## config.mk

```make
export PLATFORM = sky130hd
export DESIGN_NAME = pneumatic_position_p_controller_unit
export DESIGN_NICKNAME = d
export VERILOG_FILES = /design/src/sv/ppc_pkg.sv /design/src/sv/ppc_smul.sv /design/src/sv/ppc_sdiv.sv /design/src/sv/ppc_chan_mem.sv /design/src/sv/pneumatic_position_p_controller_unit.sv
export SDC_FILE = /design/constraint.sdc
export NUM_CORES = 2
export LEC_CHECK = 0
export ABC_AREA = 0
export BUFFER_PORTS_ARGS = -buffer_cell sky130_fd_sc_hd__buf_2
export CORE_MARGIN = 2
export CORE_UTILIZATION = 50
export DETAILED_ROUTE_END_ITERATION = 12
export PLACE_DENSITY = 0.66
export SYNTH_ARGS = -nofsm -noshare
export SYNTH_HDL_FRONTEND = slang
export SYNTH_SLANG_ARGS = --single-unit
export TNS_END_PERCENT = 1
```

## constraint.sdc

```tcl
create_clock -name clk -period 12.69 [get_ports clk]
set_input_delay 1.9035 -clock clk [delete_from_list [all_inputs] [get_ports clk]]
set_output_delay 1.9035 -clock clk [all_outputs]
set_load 0.01 [all_outputs]
```

## src/sv/ppc_pkg.sv

```systemverilog
// Shared constants, register and opcode codes, and channel-store types for the position controller.
package ppc_pkg;

	localparam int CHANNELS   = 8;
	localparam int RESOLUTION = 100;

	localparam int OP_W      = 2;
	localparam int CH_W      = 3;
	localparam int SMP_W     = 10;
	localparam int FRAC_W    = 8;
	localparam int LVL_W     = SMP_W + FRAC_W;
	localparam int RES_W     = 8;
	localparam int NUM_W     = LVL_W + RES_W;
	localparam int DIV_CNT_W = $clog2(NUM_W);
	localparam int POS_W     = 10;
	localparam int POS_MAX   = 2 ** (POS_W - 1) - 1;
	localparam int POS_MIN   = -(2 ** (POS_W - 1));

	localparam int DUTY_W   = 8;
	localparam int DUTY_MAX = 255;
	localparam int DUTY_MIN = 50;

	localparam int WGT_W     = 16;
	localparam int GAIN_W    = 8;
	localparam int SCALE_W   = 9;
	localparam int DB_W      = 6;
	localparam int CFG_W     = 16;
	localparam int CFG_IDX_W = 3;

	localparam int MA_W      = LVL_W + 2;
	localparam int MD_W      = 2;
	localparam int MB_W      = 16;
	localparam int ACC_W     = MA_W + MD_W + MB_W;
	localparam int MUL_STEPS = MB_W / MD_W;
	localparam int MUL_CNT_W = $clog2(MUL_STEPS);

	localparam logic [OP_W-1:0] OP_SENSE   = 2'd0;
	localparam logic [OP_W-1:0] OP_DRIVE   = 2'd1;
	localparam logic [OP_W-1:0] OP_EXHAUST = 2'd2;
	localparam logic [OP_W-1:0] OP_RELOAD  = 2'd3;

	localparam logic [CFG_IDX_W-1:0] REG_FILTER_WEIGHT   = 3'd0;
	localparam logic [CFG_IDX_W-1:0] REG_PUSH_GAIN       = 3'd1;
	localparam logic [CFG_IDX_W-1:0] REG_PULL_SCALE      = 3'd2;
	localparam logic [CFG_IDX_W-1:0] REG_DEADBAND        = 3'd3;
	localparam logic [CFG_IDX_W-1:0] REG_LOW_BOUND_INIT  = 3'd4;
	localparam logic [CFG_IDX_W-1:0] REG_HIGH_BOUND_INIT = 3'd5;

	localparam logic [WGT_W-1:0]   WGT_RST     = 16'd32768;
	localparam logic [GAIN_W-1:0]  GAIN_RST    = 8'd128;
	localparam logic [SCALE_W-1:0] SCALE_RST   = 9'd128;
	localparam logic [DB_W-1:0]    DB_RST      = 6'd2;
	localparam logic [SMP_W-1:0]   LO_INIT_RST = 10'd0;
	localparam logic [SMP_W-1:0]   HI_INIT_RST = 10'd1023;

	typedef struct packed {
		logic             lvl_we;
		logic             dir_we;
		logic             reload;
		logic [CH_W-1:0]  ch;
		logic [LVL_W-1:0] lvl;
		logic [LVL_W-1:0] lo;
		logic [LVL_W-1:0] hi;
		logic             dir;
	} ppc_wr_t;

	typedef struct packed {
		logic [LVL_W-1:0] lvl;
		logic [LVL_W-1:0] lo;
		logic [LVL_W-1:0] hi;
		logic             dir;
	} ppc_rd_t;

endpackage

```

## src/sv/ppc_smul.sv

```systemverilog
// Radix-4 serial multiplier: signed multiplicand times unsigned multiplier, two bits a cycle.
module ppc_smul (
	input  logic                          clk,
	input  logic                          arst_n,
	input  logic                          start,
	input  logic [ppc_pkg::MA_W-1:0]      a,
	input  logic [ppc_pkg::MB_W-1:0]      b,
	output logic                          done,
	output logic [ppc_pkg::ACC_W-1:0]     prod
);

	logic [ppc_pkg::MA_W-1:0]                 a_q;
	logic [ppc_pkg::MA_W+ppc_pkg::MD_W-1:0]   a3_q;
	logic [ppc_pkg::MB_W-1:0]                 b_q;
	logic [ppc_pkg::ACC_W-1:0]                acc_q;
	logic [ppc_pkg::MUL_CNT_W-1:0]            cnt_q;
	logic                                     busy_q;
	logic                                     done_q;

	logic [ppc_pkg::MA_W+ppc_pkg::MD_W-1:0]   addend;
	logic [ppc_pkg::MA_W+ppc_pkg::MD_W-1:0]   a3;
	logic [ppc_pkg::ACC_W-1:0]                sum;
	logic [ppc_pkg::ACC_W-1:0]                acc_nxt;

	assign a3 = {{ppc_pkg::MD_W{a[ppc_pkg::MA_W-1]}}, a}
		+ {a[ppc_pkg::MA_W-1], a, 1'b0};

	always_comb begin
		case (b_q[ppc_pkg::MD_W-1:0])
			2'd0: addend = '0;
			2'd1: addend = {{ppc_pkg::MD_W{a_q[ppc_pkg::MA_W-1]}}, a_q};
			2'd2: addend = {a_q[ppc_pkg::MA_W-1], a_q, 1'b0};
			default: addend = a3_q;
		endcase
		sum     = acc_q + {addend, {ppc_pkg::MB_W{1'b0}}};
		acc_nxt = {{ppc_pkg::MD_W{sum[ppc_pkg::ACC_W-1]}}, sum[ppc_pkg::ACC_W-1:ppc_pkg::MD_W]};
	end

	always_ff @(posedge clk or negedge arst_n) begin
		if (!arst_n) begin
			busy_q <= 1'b0;
			done_q <= 1'b0;
			cnt_q  <= '0;
		end else begin
			done_q <= 1'b0;
			if (start) begin
				busy_q <= 1'b1;
				cnt_q  <= '0;
			end else if (busy_q) begin
				cnt_q <= cnt_q + 1'b1;
				if (cnt_q == ppc_pkg::MUL_CNT_W'(ppc_pkg::MUL_STEPS - 1)) begin
					busy_q <= 1'b0;
					done_q <= 1'b1;
				end
			end
		end
	end

	always_ff @(posedge clk) begin
		if (start) begin
			a_q   <= a;
			a3_q  <= a3;
			b_q   <= b;
			acc_q <= '0;
		end else if (busy_q) begin
			acc_q <= acc_nxt;
			b_q   <= b_q >> ppc_pkg::MD_W;
		end
	end

	assign done = done_q;
	assign prod = acc_q;

	a_start_idle: assert property (@(posedge clk) disable iff (!arst_n)
		start |-> !busy_q)
		else $error("multiplier restarted while busy");

endmodule

```

## src/sv/ppc_sdiv.sv

```systemverilog
// Restoring serial divider: one quotient bit a cycle, unsigned operands.
module ppc_sdiv (
	input  logic                          clk,
	input  logic                          arst_n,
	input  logic                          start,
	input  logic [ppc_pkg::NUM_W-1:0]     num,
	input  logic [ppc_pkg::LVL_W-1:0]     den,
	output logic                          done,
	output logic [ppc_pkg::NUM_W-1:0]     quo
);

	logic [ppc_pkg::LVL_W-1:0]     den_q;
	logic [ppc_pkg::LVL_W-1:0]     rem_q;
	logic [ppc_pkg::NUM_W-1:0]     quo_q;
	logic [ppc_pkg::DIV_CNT_W-1:0] cnt_q;
	logic                          busy_q;
	logic                          done_q;

	logic [ppc_pkg::LVL_W:0]       trial;
	logic [ppc_pkg::LVL_W+1:0]     diff;
	logic                          ge;

	always_comb begin
		trial = {rem_q, quo_q[ppc_pkg::NUM_W-1]};
		diff  = {1'b0, trial} - {2'b00, den_q};
		ge    = !diff[ppc_pkg::LVL_W+1];
	end

	always_ff @(posedge clk or negedge arst_n) begin
		if (!arst_n) begin
			busy_q <= 1'b0;
			done_q <= 1'b0;
			cnt_q  <= '0;
		end else begin
			done_q <= 1'b0;
			if (start) begin
				busy_q <= 1'b1;
				cnt_q  <= '0;
			end else if (busy_q) begin
				cnt_q <= cnt_q + 1'b1;
				if (cnt_q == ppc_pkg::DIV_CNT_W'(ppc_pkg::NUM_W - 1)) begin
					busy_q <= 1'b0;
					done_q <= 1'b1;
				end
			end
		end
	end

	always_ff @(posedge clk) begin
		if (start) begin
			den_q <= den;
			rem_q <= '0;
			quo_q <= num;
		end else if (busy_q) begin
			rem_q <= ge ? diff[ppc_pkg::LVL_W-1:0] : trial[ppc_pkg::LVL_W-1:0];
			quo_q <= {quo_q[ppc_pkg::NUM_W-2:0], ge};
		end
	end

	assign done = done_q;
	assign quo  = quo_q;

	a_start_ok: assert property (@(posedge clk) disable iff (!arst_n)
		start |-> (!busy_q && den != '0))
		else $error("divider started while busy or with zero divisor");

endmodule

```

## src/sv/ppc_chan_mem.sv

```systemverilog
// Per-channel state: filtered level, tracked bounds and last drive direction.
module ppc_chan_mem (
	input  logic                          clk,
	input  logic                          arst_n,
	input  ppc_pkg::ppc_wr_t              wr,
	input  logic [ppc_pkg::SMP_W-1:0]     lo_init,
	input  logic [ppc_pkg::SMP_W-1:0]     hi_init,
	input  logic [ppc_pkg::CH_W-1:0]      rd_ch,
	output ppc_pkg::ppc_rd_t              rd
);

	logic [ppc_pkg::LVL_W-1:0] lvl_q [ppc_pkg::CHANNELS];
	logic [ppc_pkg::LVL_W-1:0] lo_q  [ppc_pkg::CHANNELS];
	logic [ppc_pkg::LVL_W-1:0] hi_q  [ppc_pkg::CHANNELS];
	logic                      dir_q [ppc_pkg::CHANNELS];

	always_ff @(posedge clk or negedge arst_n) begin
		if (!arst_n) begin
			for (int c = 0; c < ppc_pkg::CHANNELS; c++) begin
				lvl_q[c] <= '0;
				lo_q[c]  <= {ppc_pkg::LO_INIT_RST, {ppc_pkg::FRAC_W{1'b0}}};
				hi_q[c]  <= {ppc_pkg::HI_INIT_RST, {ppc_pkg::FRAC_W{1'b0}}};
				dir_q[c] <= 1'b0;
			end
		end else begin
			if (wr.reload) begin
				for (int c = 0; c < ppc_pkg::CHANNELS; c++) begin
					lo_q[c] <= {lo_init, {ppc_pkg::FRAC_W{1'b0}}};
					hi_q[c] <= {hi_init, {ppc_pkg::FRAC_W{1'b0}}};
				end
			end
			if (wr.lvl_we) begin
				lvl_q[wr.ch] <= wr.lvl;
				lo_q[wr.ch]  <= wr.lo;
				hi_q[wr.ch]  <= wr.hi;
			end
			if (wr.dir_we) begin
				dir_q[wr.ch] <= wr.dir;
			end
		end
	end

	always_comb begin
		rd.lvl = lvl_q[rd_ch];
		rd.lo  = lo_q[rd_ch];
		rd.hi  = hi_q[rd_ch];
		rd.dir = dir_q[rd_ch];
	end

endmodule

```

## src/sv/pneumatic_position_p_controller_unit.sv

```systemverilog
// Top level of the pneumatic position controller: sequencer, config registers and result register.
//
// Usage: one input word per request on in_valid/in_stall carries op, channel, sample
// and target; exactly one result word leaves on out_valid/out_stall for each.
// Op 0 filters and maps the sample to a position, op 1 also works out valve and
// pump duty, op 2 closes everything, op 3 reloads every channel's bounds.
// The user must write configuration through cfg_we/cfg_index/cfg_data only while the block is
// idle; the block itself does not enforce this. Ops 2 and 3 go straight to the result.
// With op 1 a pull takes longer than a push; the divider is skipped where the bounds are
// equal, and the duty multiply where the error is inside the deadband. The work is done by
// the radix-4 serial multiplier (used once for the filter and once or twice for the duty)
// and the restoring divider of the position mapping, one quotient bit per step.
// One word is worked on at a time; the next is taken in the cycle after the result has
// gone into the output register, even while that register is held by out_stall.
// A stalled result holds until taken. Reset empties the output register, returns the
// sequencer to idle, loads the registers with their defaults and resets channel state.
module pneumatic_position_p_controller_unit (
	input  logic                              clk,
	input  logic                              arst_n,
	input  logic                              cfg_we,
	input  logic [ppc_pkg::CFG_IDX_W-1:0]     cfg_index,
	input  logic [ppc_pkg::CFG_W-1:0]         cfg_data,
	input  logic                              in_valid,
	output logic                              in_stall,
	input  logic [ppc_pkg::OP_W-1:0]          op,
	input  logic [ppc_pkg::CH_W-1:0]          channel,
	input  logic [ppc_pkg::SMP_W-1:0]         sample,
	input  logic signed [ppc_pkg::POS_W-1:0]  target,
	output logic                              out_valid,
	input  logic                              out_stall,
	output logic [ppc_pkg::CH_W-1:0]          channel_out,
	output logic signed [ppc_pkg::POS_W-1:0]  position,
	output logic                              drive_valid,
	output logic                              supply_valve,
	output logic                              vacuum_valve,
	output logic [ppc_pkg::DUTY_W-1:0]        supply_pwm,
	output logic [ppc_pkg::DUTY_W-1:0]        vacuum_pwm
);

	localparam int STATE_W = 4;
	localparam logic [STATE_W-1:0] S_IDLE = 4'd0;
	localparam logic [STATE_W-1:0] S_FILT = 4'd1;
	localparam logic [STATE_W-1:0] S_MAP1 = 4'd2;
	localparam logic [STATE_W-1:0] S_MAP2 = 4'd3;
	localparam logic [STATE_W-1:0] S_DIV  = 4'd4;
	localparam logic [STATE_W-1:0] S_DRV  = 4'd5;
	localparam logic [STATE_W-1:0] S_MUL1 = 4'd6;
	localparam logic [STATE_W-1:0] S_MUL2 = 4'd7;
	localparam logic [STATE_W-1:0] S_DONE = 4'd8;

	localparam int PUSH_W  = ppc_pkg::POS_W + ppc_pkg::GAIN_W;
	localparam int PULL_W  = PUSH_W + ppc_pkg::SCALE_W;
	localparam int PUSH_SH = 4;
	localparam int PULL_SH = 12;
	localparam int P_W     = 16;

	function automatic logic [ppc_pkg::DUTY_W-1:0] duty_of(input logic [P_W-1:0] p);
		logic [ppc_pkg::DUTY_W-1:0] d;
		if (p > P_W'(ppc_pkg::DUTY_MAX)) begin
			d = ppc_pkg::DUTY_W'(ppc_pkg::DUTY_MAX);
		end else if (p < P_W'(ppc_pkg::DUTY_MIN)) begin
			d = '0;
		end else begin
			d = p[ppc_pkg::DUTY_W-1:0];
		end
		return d;
	endfunction

	logic [STATE_W-1:0]              state_q;

	logic [ppc_pkg::WGT_W-1:0]       wgt_q;
	logic [ppc_pkg::GAIN_W-1:0]      gain_q;
	logic [ppc_pkg::SCALE_W-1:0]     scale_q;
	logic [ppc_pkg::DB_W-1:0]        db_q;
	logic [ppc_pkg::SMP_W-1:0]       lo_init_q;
	logic [ppc_pkg::SMP_W-1:0]       hi_init_q;

	logic [ppc_pkg::OP_W-1:0]        op_q;
	logic [ppc_pkg::CH_W-1:0]        ch_q;
	logic [ppc_pkg::SMP_W-1:0]       smp_q;
	logic [ppc_pkg::POS_W-1:0]       tgt_q;
	logic [ppc_pkg::LVL_W-1:0]       lvl_q;
	logic [ppc_pkg::LVL_W:0]         num_q;
	logic [ppc_pkg::LVL_W:0]         den_q;
	logic                            neg_q;
	logic                            dir_q;

	logic [ppc_pkg::POS_W-1:0]       pos_q;
	logic                            dv_q;
	logic                            sv_q;
	logic                            vv_q;
	logic [ppc_pkg::DUTY_W-1:0]      spwm_q;
	logic [ppc_pkg::DUTY_W-1:0]      vpwm_q;

	logic                            out_valid_q;
	logic [ppc_pkg::CH_W-1:0]        channel_out_q;
	logic [ppc_pkg::POS_W-1:0]       position_q;
	logic                            drive_valid_q;
	logic                            supply_valve_q;
	logic                            vacuum_valve_q;
	logic [ppc_pkg::DUTY_W-1:0]      supply_pwm_q;
	logic [ppc_pkg::DUTY_W-1:0]      vacuum_pwm_q;

	logic                            in_fire;
	logic                            out_free;
	logic                            ch_ok;
	logic                            sense_go;
	logic [ppc_pkg::CH_W-1:0]        rd_ch;
	ppc_pkg::ppc_rd_t                rd;
	ppc_pkg::ppc_wr_t                wr;
	logic [ppc_pkg::LVL_W-1:0]       s8_in;
	logic [ppc_pkg::LVL_W-1:0]       s8_q;
	logic [ppc_pkg::LVL_W:0]         filt_d;

	logic                            mul_start;
	logic [ppc_pkg::MA_W-1:0]        mul_a;
	logic [ppc_pkg::MB_W-1:0]        mul_b;
	logic                            mul_done;
	logic [ppc_pkg::ACC_W-1:0]       mul_prod;

	logic                            div_start;
	logic [ppc_pkg::NUM_W-1:0]       div_num;
	logic [ppc_pkg::LVL_W-1:0]       div_den;
	logic                            div_done;
	logic [ppc_pkg::NUM_W-1:0]       div_quo;

	logic [ppc_pkg::LVL_W:0]         num_neg;
	logic [ppc_pkg::LVL_W:0]         den_neg;
	logic [ppc_pkg::LVL_W-1:0]       num_mag;
	logic [ppc_pkg::POS_W:0]         quo_neg;
	logic [ppc_pkg::POS_W-1:0]       pos_p;
	logic [ppc_pkg::POS_W-1:0]       pos_n;

	logic [ppc_pkg::POS_W:0]         err;
	logic [ppc_pkg::POS_W:0]         err_neg;
	logic [ppc_pkg::POS_W-1:0]       mag;
	logic                            mag_ok;
	logic                            dir_new;
	logic [P_W-1:0]                  p_push;
	logic [P_W-1:0]                  p_pull;

	assign in_stall = (state_q != S_IDLE);
	assign in_fire  = in_valid && !in_stall;
	assign out_free = !out_valid_q || !out_stall;

	always_comb begin
		ch_ok    = (int'(channel) < ppc_pkg::CHANNELS);
		sense_go = (op != ppc_pkg::OP_RELOAD) && (op != ppc_pkg::OP_EXHAUST) && ch_ok;
		rd_ch    = (state_q == S_IDLE) ? channel : ch_q;
		s8_in    = {sample, {ppc_pkg::FRAC_W{1'b0}}};
		s8_q     = {smp_q, {ppc_pkg::FRAC_W{1'b0}}};
		filt_d   = {1'b0, rd.lvl} - {1'b0, s8_in};

		num_neg  = ~num_q + 1'b1;
		den_neg  = ~den_q + 1'b1;
		num_mag  = num_q[ppc_pkg::LVL_W] ? num_neg[ppc_pkg::LVL_W-1:0]
			: num_q[ppc_pkg::LVL_W-1:0];
		div_den  = den_q[ppc_pkg::LVL_W] ? den_neg[ppc_pkg::LVL_W-1:0]
			: den_q[ppc_pkg::LVL_W-1:0];
		div_num  = {{ppc_pkg::RES_W{1'b0}}, num_mag} * ppc_pkg::NUM_W'(ppc_pkg::RESOLUTION);
		div_start = (state_q == S_MAP2) && (den_q != '0);

		quo_neg  = ~div_quo[ppc_pkg::POS_W:0] + 1'b1;
		pos_p    = (div_quo > ppc_pkg::NUM_W'(ppc_pkg::POS_MAX))
			? ppc_pkg::POS_W'(ppc_pkg::POS_MAX) : div_quo[ppc_pkg::POS_W-1:0];
		pos_n    = (div_quo > ppc_pkg::NUM_W'(ppc_pkg::POS_MAX + 1))
			? ppc_pkg::POS_W'(ppc_pkg::POS_MIN) : quo_neg[ppc_pkg::POS_W-1:0];

		err      = {tgt_q[ppc_pkg::POS_W-1], tgt_q} - {pos_q[ppc_pkg::POS_W-1], pos_q};
		err_neg  = ~err + 1'b1;
		mag      = err[ppc_pkg::POS_W] ? err_neg[ppc_pkg::POS_W-1:0] : err[ppc_pkg::POS_W-1:0];
		mag_ok   = (mag >= {{(ppc_pkg::POS_W - ppc_pkg::DB_W){1'b0}}, db_q});
		dir_new  = (err == '0) ? rd.dir : !err[ppc_pkg::POS_W];

		p_push   = P_W'(mul_prod[PUSH_W-1:PUSH_SH]);
		p_pull   = P_W'(mul_prod[PULL_W-1:PULL_SH]);
	end

	always_comb begin
		wr        = '0;
		wr.ch     = ch_q;
		wr.lvl    = lvl_q;
		wr.lo     = (lvl_q < rd.lo) ? lvl_q : rd.lo;
		wr.hi     = (lvl_q > rd.hi) ? lvl_q : rd.hi;
		wr.dir    = dir_new;
		mul_start = 1'b0;
		mul_a     = {filt_d[ppc_pkg::LVL_W], filt_d};
		mul_b     = wgt_q;
		unique case (state_q)
			S_IDLE: begin
				wr.reload = in_fire && (op == ppc_pkg::OP_RELOAD);
				mul_start = in_fire && sense_go;
			end
			S_MAP1: begin
				wr.lvl_we = 1'b1;
			end
			S_DRV: begin
				wr.dir_we = mag_ok;
				mul_start = mag_ok;
				mul_a     = {{(ppc_pkg::MA_W - ppc_pkg::POS_W){1'b0}}, mag};
				mul_b     = {{(ppc_pkg::MB_W - ppc_pkg::GAIN_W){1'b0}}, gain_q};
			end
			S_MUL1: begin
				mul_start = mul_done && !dir_q;
				mul_a     = {{(ppc_pkg::MA_W - PUSH_W){1'b0}}, mul_prod[PUSH_W-1:0]};
				mul_b     = {{(ppc_pkg::MB_W - ppc_pkg::SCALE_W){1'b0}}, scale_q};
			end
			default: begin
			end
		endcase
	end

	ppc_chan_mem u_chan_mem (
		.clk     (clk),
		.arst_n  (arst_n),
		.wr      (wr),
		.lo_init (lo_init_q),
		.hi_init (hi_init_q),
		.rd_ch   (rd_ch),
		.rd      (rd)
	);

	ppc_smul u_smul (
		.clk    (clk),
		.arst_n (arst_n),
		.start  (mul_start),
		.a      (mul_a),
		.b      (mul_b),
		.done   (mul_done),
		.prod   (mul_prod)
	);

	ppc_sdiv u_sdiv (
		.clk    (clk),
		.arst_n (arst_n),
		.start  (div_start),
		.num    (div_num),
		.den    (div_den),
		.done   (div_done),
		.quo    (div_quo)
	);

	always_ff @(posedge clk or negedge arst_n) begin
		if (!arst_n) begin
			wgt_q     <= ppc_pkg::WGT_RST;
			gain_q    <= ppc_pkg::GAIN_RST;
			scale_q   <= ppc_pkg::SCALE_RST;
			db_q      <= ppc_pkg::DB_RST;
			lo_init_q <= ppc_pkg::LO_INIT_RST;
			hi_init_q <= ppc_pkg::HI_INIT_RST;
		end else if (cfg_we) begin
			unique case (cfg_index)
				ppc_pkg::REG_FILTER_WEIGHT:   wgt_q     <= cfg_data[ppc_pkg::WGT_W-1:0];
				ppc_pkg::REG_PUSH_GAIN:       gain_q    <= cfg_data[ppc_pkg::GAIN_W-1:0];
				ppc_pkg::REG_PULL_SCALE:      scale_q   <= cfg_data[ppc_pkg::SCALE_W-1:0];
				ppc_pkg::REG_DEADBAND:        db_q      <= cfg_data[ppc_pkg::DB_W-1:0];
				ppc_pkg::REG_LOW_BOUND_INIT:  lo_init_q <= cfg_data[ppc_pkg::SMP_W-1:0];
				ppc_pkg::REG_HIGH_BOUND_INIT: hi_init_q <= cfg_data[ppc_pkg::SMP_W-1:0];
				default: begin
				end
			endcase
		end
	end

	always_ff @(posedge clk or negedge arst_n) begin
		if (!arst_n) begin
			state_q     <= S_IDLE;
			out_valid_q <= 1'b0;
		end else begin
			unique case (state_q)
				S_IDLE: begin
					if (in_fire) begin
						state_q <= sense_go ? S_FILT : S_DONE;
					end
				end
				S_FILT: begin
					if (mul_done) begin
						state_q <= S_MAP1;
					end
				end
				S_MAP1: state_q <= S_MAP2;
				S_MAP2: begin
					if (den_q != '0) begin
						state_q <= S_DIV;
					end else begin
						state_q <= (op_q == ppc_pkg::OP_DRIVE) ? S_DRV : S_DONE;
					end
				end
				S_DIV: begin
					if (div_done) begin
						state_q <= (op_q == ppc_pkg::OP_DRIVE) ? S_DRV : S_DONE;
					end
				end
				S_DRV: state_q <= mag_ok ? S_MUL1 : S_DONE;
				S_MUL1: begin
					if (mul_done) begin
						state_q <= dir_q ? S_DONE : S_MUL2;
					end
				end
				S_MUL2: begin
					if (mul_done) begin
						state_q <= S_DONE;
					end
				end
				S_DONE: begin
					if (out_free) begin
						state_q <= S_IDLE;
					end
				end
				default: state_q <= S_IDLE;
			endcase
			if ((state_q == S_DONE) && out_free) begin
				out_valid_q <= 1'b1;
			end else if (!out_stall) begin
				out_valid_q <= 1'b0;
			end
		end
	end

	always_ff @(posedge clk) begin
		unique case (state_q)
			S_IDLE: begin
				if (in_fire) begin
					op_q   <= op;
					ch_q   <= channel;
					smp_q  <= sample;
					tgt_q  <= target;
					pos_q  <= '0;
					dv_q   <= (op == ppc_pkg::OP_EXHAUST) && ch_ok;
					sv_q   <= 1'b0;
					vv_q   <= 1'b0;
					spwm_q <= '0;
					vpwm_q <= '0;
				end
			end
			S_FILT: begin
				if (mul_done) begin
					lvl_q <= s8_q + mul_prod[ppc_pkg::MB_W +: ppc_pkg::LVL_W];
				end
			end
			S_MAP1: begin
				num_q <= {1'b0, rd.hi} - {1'b0, lvl_q};
				den_q <= {1'b0, rd.hi} - {1'b0, rd.lo};
			end
			S_MAP2: begin
				neg_q <= num_q[ppc_pkg::LVL_W] ^ den_q[ppc_pkg::LVL_W];
				if (den_q == '0) begin
					pos_q <= ppc_pkg::POS_W'(ppc_pkg::RESOLUTION);
				end
			end
			S_DIV: begin
				if (div_done) begin
					pos_q <= neg_q ? pos_n : pos_p;
				end
			end
			S_DRV: begin
				dv_q <= 1'b1;
				if (mag_ok) begin
					dir_q <= dir_new;
				end else begin
					sv_q <= 1'b1;
				end
			end
			S_MUL1: begin
				if (mul_done && dir_q) begin
					sv_q   <= 1'b1;
					spwm_q <= duty_of(p_push);
				end
			end
			S_MUL2: begin
				if (mul_done) begin
					vv_q   <= 1'b1;
					vpwm_q <= duty_of(p_pull);
				end
			end
			S_DONE: begin
				if (out_free) begin
					channel_out_q  <= ch_q;
					position_q     <= pos_q;
					drive_valid_q  <= dv_q;
					supply_valve_q <= sv_q;
					vacuum_valve_q <= vv_q;
					supply_pwm_q   <= spwm_q;
					vacuum_pwm_q   <= vpwm_q;
				end
			end
			default: begin
			end
		endcase
	end

	assign out_valid    = out_valid_q;
	assign channel_out  = channel_out_q;
	assign position     = position_q;
	assign drive_valid  = drive_valid_q;
	assign supply_valve = supply_valve_q;
	assign vacuum_valve = vacuum_valve_q;
	assign supply_pwm   = supply_pwm_q;
	assign vacuum_pwm   = vacuum_pwm_q;

	a_valves_excl: assert property (@(posedge clk) disable iff (!arst_n)
		out_valid |-> !(supply_valve && vacuum_valve))
		else $error("both valves open in one word");

	a_idle_drive: assert property (@(posedge clk) disable iff (!arst_n)
		(out_valid && !drive_valid) |->
			(!supply_valve && !vacuum_valve && supply_pwm == '0 && vacuum_pwm == '0))
		else $error("drive fields set without drive_valid");

	a_pwm_range: assert property (@(posedge clk) disable iff (!arst_n)
		out_valid |->
			((supply_pwm == '0 || (supply_valve && supply_pwm >= 8'd50)) &&
			 (vacuum_pwm == '0 || (vacuum_valve && vacuum_pwm >= 8'd50))))
		else $error("pump duty outside range or without its valve");

endmodule

```

==> metrics.txt <==
post_cts resized=0; Die Y=309 um; Setup Skew=0.0242 ns; Overall Global Routing Usage=28.3%; CP Class=reg -> reg; Seq cells post-synth=812; top_reg_cell synth=dfrtp_1; fmax=136 MHz; initial antenna violation count=1; crit path from=state_q[0]; fin crit share=between 50 and 60%; P&R area growth vs syn=9.57%; synthesized net count=4,837; Seq/Total Area, Yosys=45.9%; Commonest cells post-synth=nand2_1, dfrtp_1, a21oi_1; Buffers on Ports=82; routability cong.=0.908; post-synthesis async set-or-reset flop share=between 60% and 70%; clock root buffer=clkbuf_16; Filler cells=just over 8,000; Die Wd=slightly above 300 um; Multi-input gate area=23,400 sq um; Crit path max-delay family=buffers and inverters; slowest CP cell=buf_4; num ports=83; largest family of logic cells by synthesized area=compound AO/OA/AOI/OAI gates; most common cell in the netlist=nand2_1; final setup TNS=0 ns; Synth Area in XOR/XNOR=2.88%; drc violations=0; largest net degree at the start of global routing=135; worst slew pin tran=between 1 and 1.5 ns; # hold bufs at CTS=0; crit path max fanout=87; Hold WC Path Type=reg -> reg; Worst-path clk slew=0.06 ns; max-cap viol count=0; WP data required=13.21 ns; WP buf/inv=5; share of cells above drive strength 1=between 10% and 20%; Post-CTS Setup Bufs=0; grt met2 use=between 40% and 50%; Fin. Hold Viols=0; CORE AREA=slightly above 90,000 sq um; pins over their slew limit=0; syn avg cell area=between 10 and 15 sq um; Netlist cell types=90; Synth area leaders=dfrtp_1, edfxtp_1, ha_1; R2R depth=18; EDFF count, synth=239; Worst Hold End=supply_pwm[0]; drt via density=about 6.2; grt peak-use layer=met2; worst path cell trace=nor4_4 > buf_4 > mux2i_4 > buf_4 > buf_4 > mux4_2 > mux2i_4 > ha_1 > o21ai_0 > a21oi_1 > a221oi_1 > nor3b_1 > a21boi_4 > buf_4 > nand3_1 > inv_1 > a221oi_1 > o21ai_0; # diodes=0; final net count=around 4,800; register area=~21,000 sq um; vias post-DR=between 30,000 and 40,000; wirelength, routed=roughly 140 mm; Mapped Area=46,600 sq um; final setup vio count=0; worst reg2reg path startpoint=state_q[0]; DRT antenna net count=0; status=completed; R2R Path End=u_chan_mem.lo_q[126]; Post-Syn Instances=between 4,000 and 5,000; Iteration-0 DRC Markers=4,015; CP dominant cell by count=buf_4; worst hold path cell count=0; Synth Area in Compound Gates=17.5%; RSZ-0062 raised after global routing=no; Synth Warn #=0; Initial Util=50.6%; Die Area=95,600 sq um; met3 usage=under 10%; crit path capture type=flop; Rows=111; CP Launch Type=flop; normalized max-slew margin=about an eighth; clk buf depth=3; H-Tree Depth=3; TritonCTS Buffers=90; Worst Path Arrival=7.87 ns; met1 Use GR=between 30% and 40%; post-synth top area cell=dfrtp_1; drt pass-1 iters=7; HP Start=spwm_q[0]; drt wl/cell=23.2 um; vias in the first global route=around 35,000; FF-to-FF setup slack=5.34 ns; share of the synthesized area in the top cell type=22.7%; worst skew pair latency=0.67 ns; global route overflow=0; post-synthesis simple-gate area fraction=12.7%; mux contribution to synthesized area=approximately a tenth; hpwl dp=a little under 90 mm; adder-cell share of the synthesized area=6.57%; clk sinks=812; crit path time final=7.35 ns; largest stage delay on the critical path=0.75 ns; global-route wire length before repair=209 mm; CTS tree=done
cell usage in the layout (no fill, tap or decap), drive strengths merged, types with 29 or more instances in the layout:
cell type	instances
a211oi	142
a21o	45
a21oi	389
buf	159
clkbuf	130
clkinv	34
dfrtp	422
dfstp	94
dfxtp	57
edfxtp	239
ha	211
inv	192
mux2	132
mux2i	62
mux4	108
nand2	528
nand2b	46
nand3	124
nor2	345
nor2b	29
nor3	133
o211ai	65
o21ai	282
o221a	96
xnor2	105
xor2	48
layer usage:
layer,share of wire (%),up-vias
li1,-,16566
met1,43,17952
met2,46,1542
met3,7.4,277
met4,4.1,0
met5,0,-
worst register-to-register path: cells and delay by family, from the launching register on:
kind	cells	cell delay [ns]
adders and majority gates	1	0.32
and+or+nand+nor	3	1.27
buffers and inverters	5	2.49
muxes	3	1.28
AOI/OAI and AO/OA	6	1.20
DFF	1	0.65
cell families after synthesis:
group	after synthesis
compound gates	1236
buf+inv	489
xor+xnor	153
fa+ha+maj	232
mux	302
simple gates	1332
flops	812
through the flow:
step           hold slack (ns)  setup WS (ns)  cell area [sq um]  instances  utilization [%]
6_report                 0.418           5.34              51000       5832             55.5
4_1_cts                  0.420           5.32              51000       5832             55.5
3_3_place_gp             0.401           4.64              48100       5663             52.3
5_1_grt                  0.426           4.71              51000       5832             55.5
2_1_floorplan            0.400           5.78              46600       4556                -
3_5_place_dp             0.406           4.61              48100       5663             52.3
worst max path at each step:
stage,slack (ns),depth (start not counted),endpoint
2_1_floorplan,5.78,24,u_smul.a3_q[18]
3_3_place_gp,4.64,20,u_smul.a3_q[15]
3_5_place_dp,4.61,20,u_smul.a3_q[15]
4_1_cts,5.32,21,u_smul.a3_q[15]
5_1_grt,4.71,24,u_smul.a3_q[18]
6_report,5.34,18,u_chan_mem.lo_q[126]
sequential cells by signal, indices dropped and copies added, names as in the netlist, 17 cells and up:
register / cells
num_q: 19
u_smul.a3_q: 21
den_q: 19
u_sdiv.quo: 26
lvl_q: 18
u_sdiv.rem_q: 18
u_sdiv.den_q: 18
u_chan_mem.lvl_q: 144
u_smul.a_q: 17
u_smul.prod: 36
u_chan_mem.hi_q: 144
u_chan_mem.lo_q: 144
final cells by class:
type                            count  area share, %
Multi-Input combinational cell   3255           45.9
Sequential cell                   812           41.9
Clock buffer                      130           5.08
Tap cell                         1243           3.05
Timing Repair Buffer              159           2.01
Inverter                          194           1.43
Clock inverter                     39          0.724
Power is not shown: default switching activity piles up to over one toggle a cycle in this logic, so the estimate is an artifact.
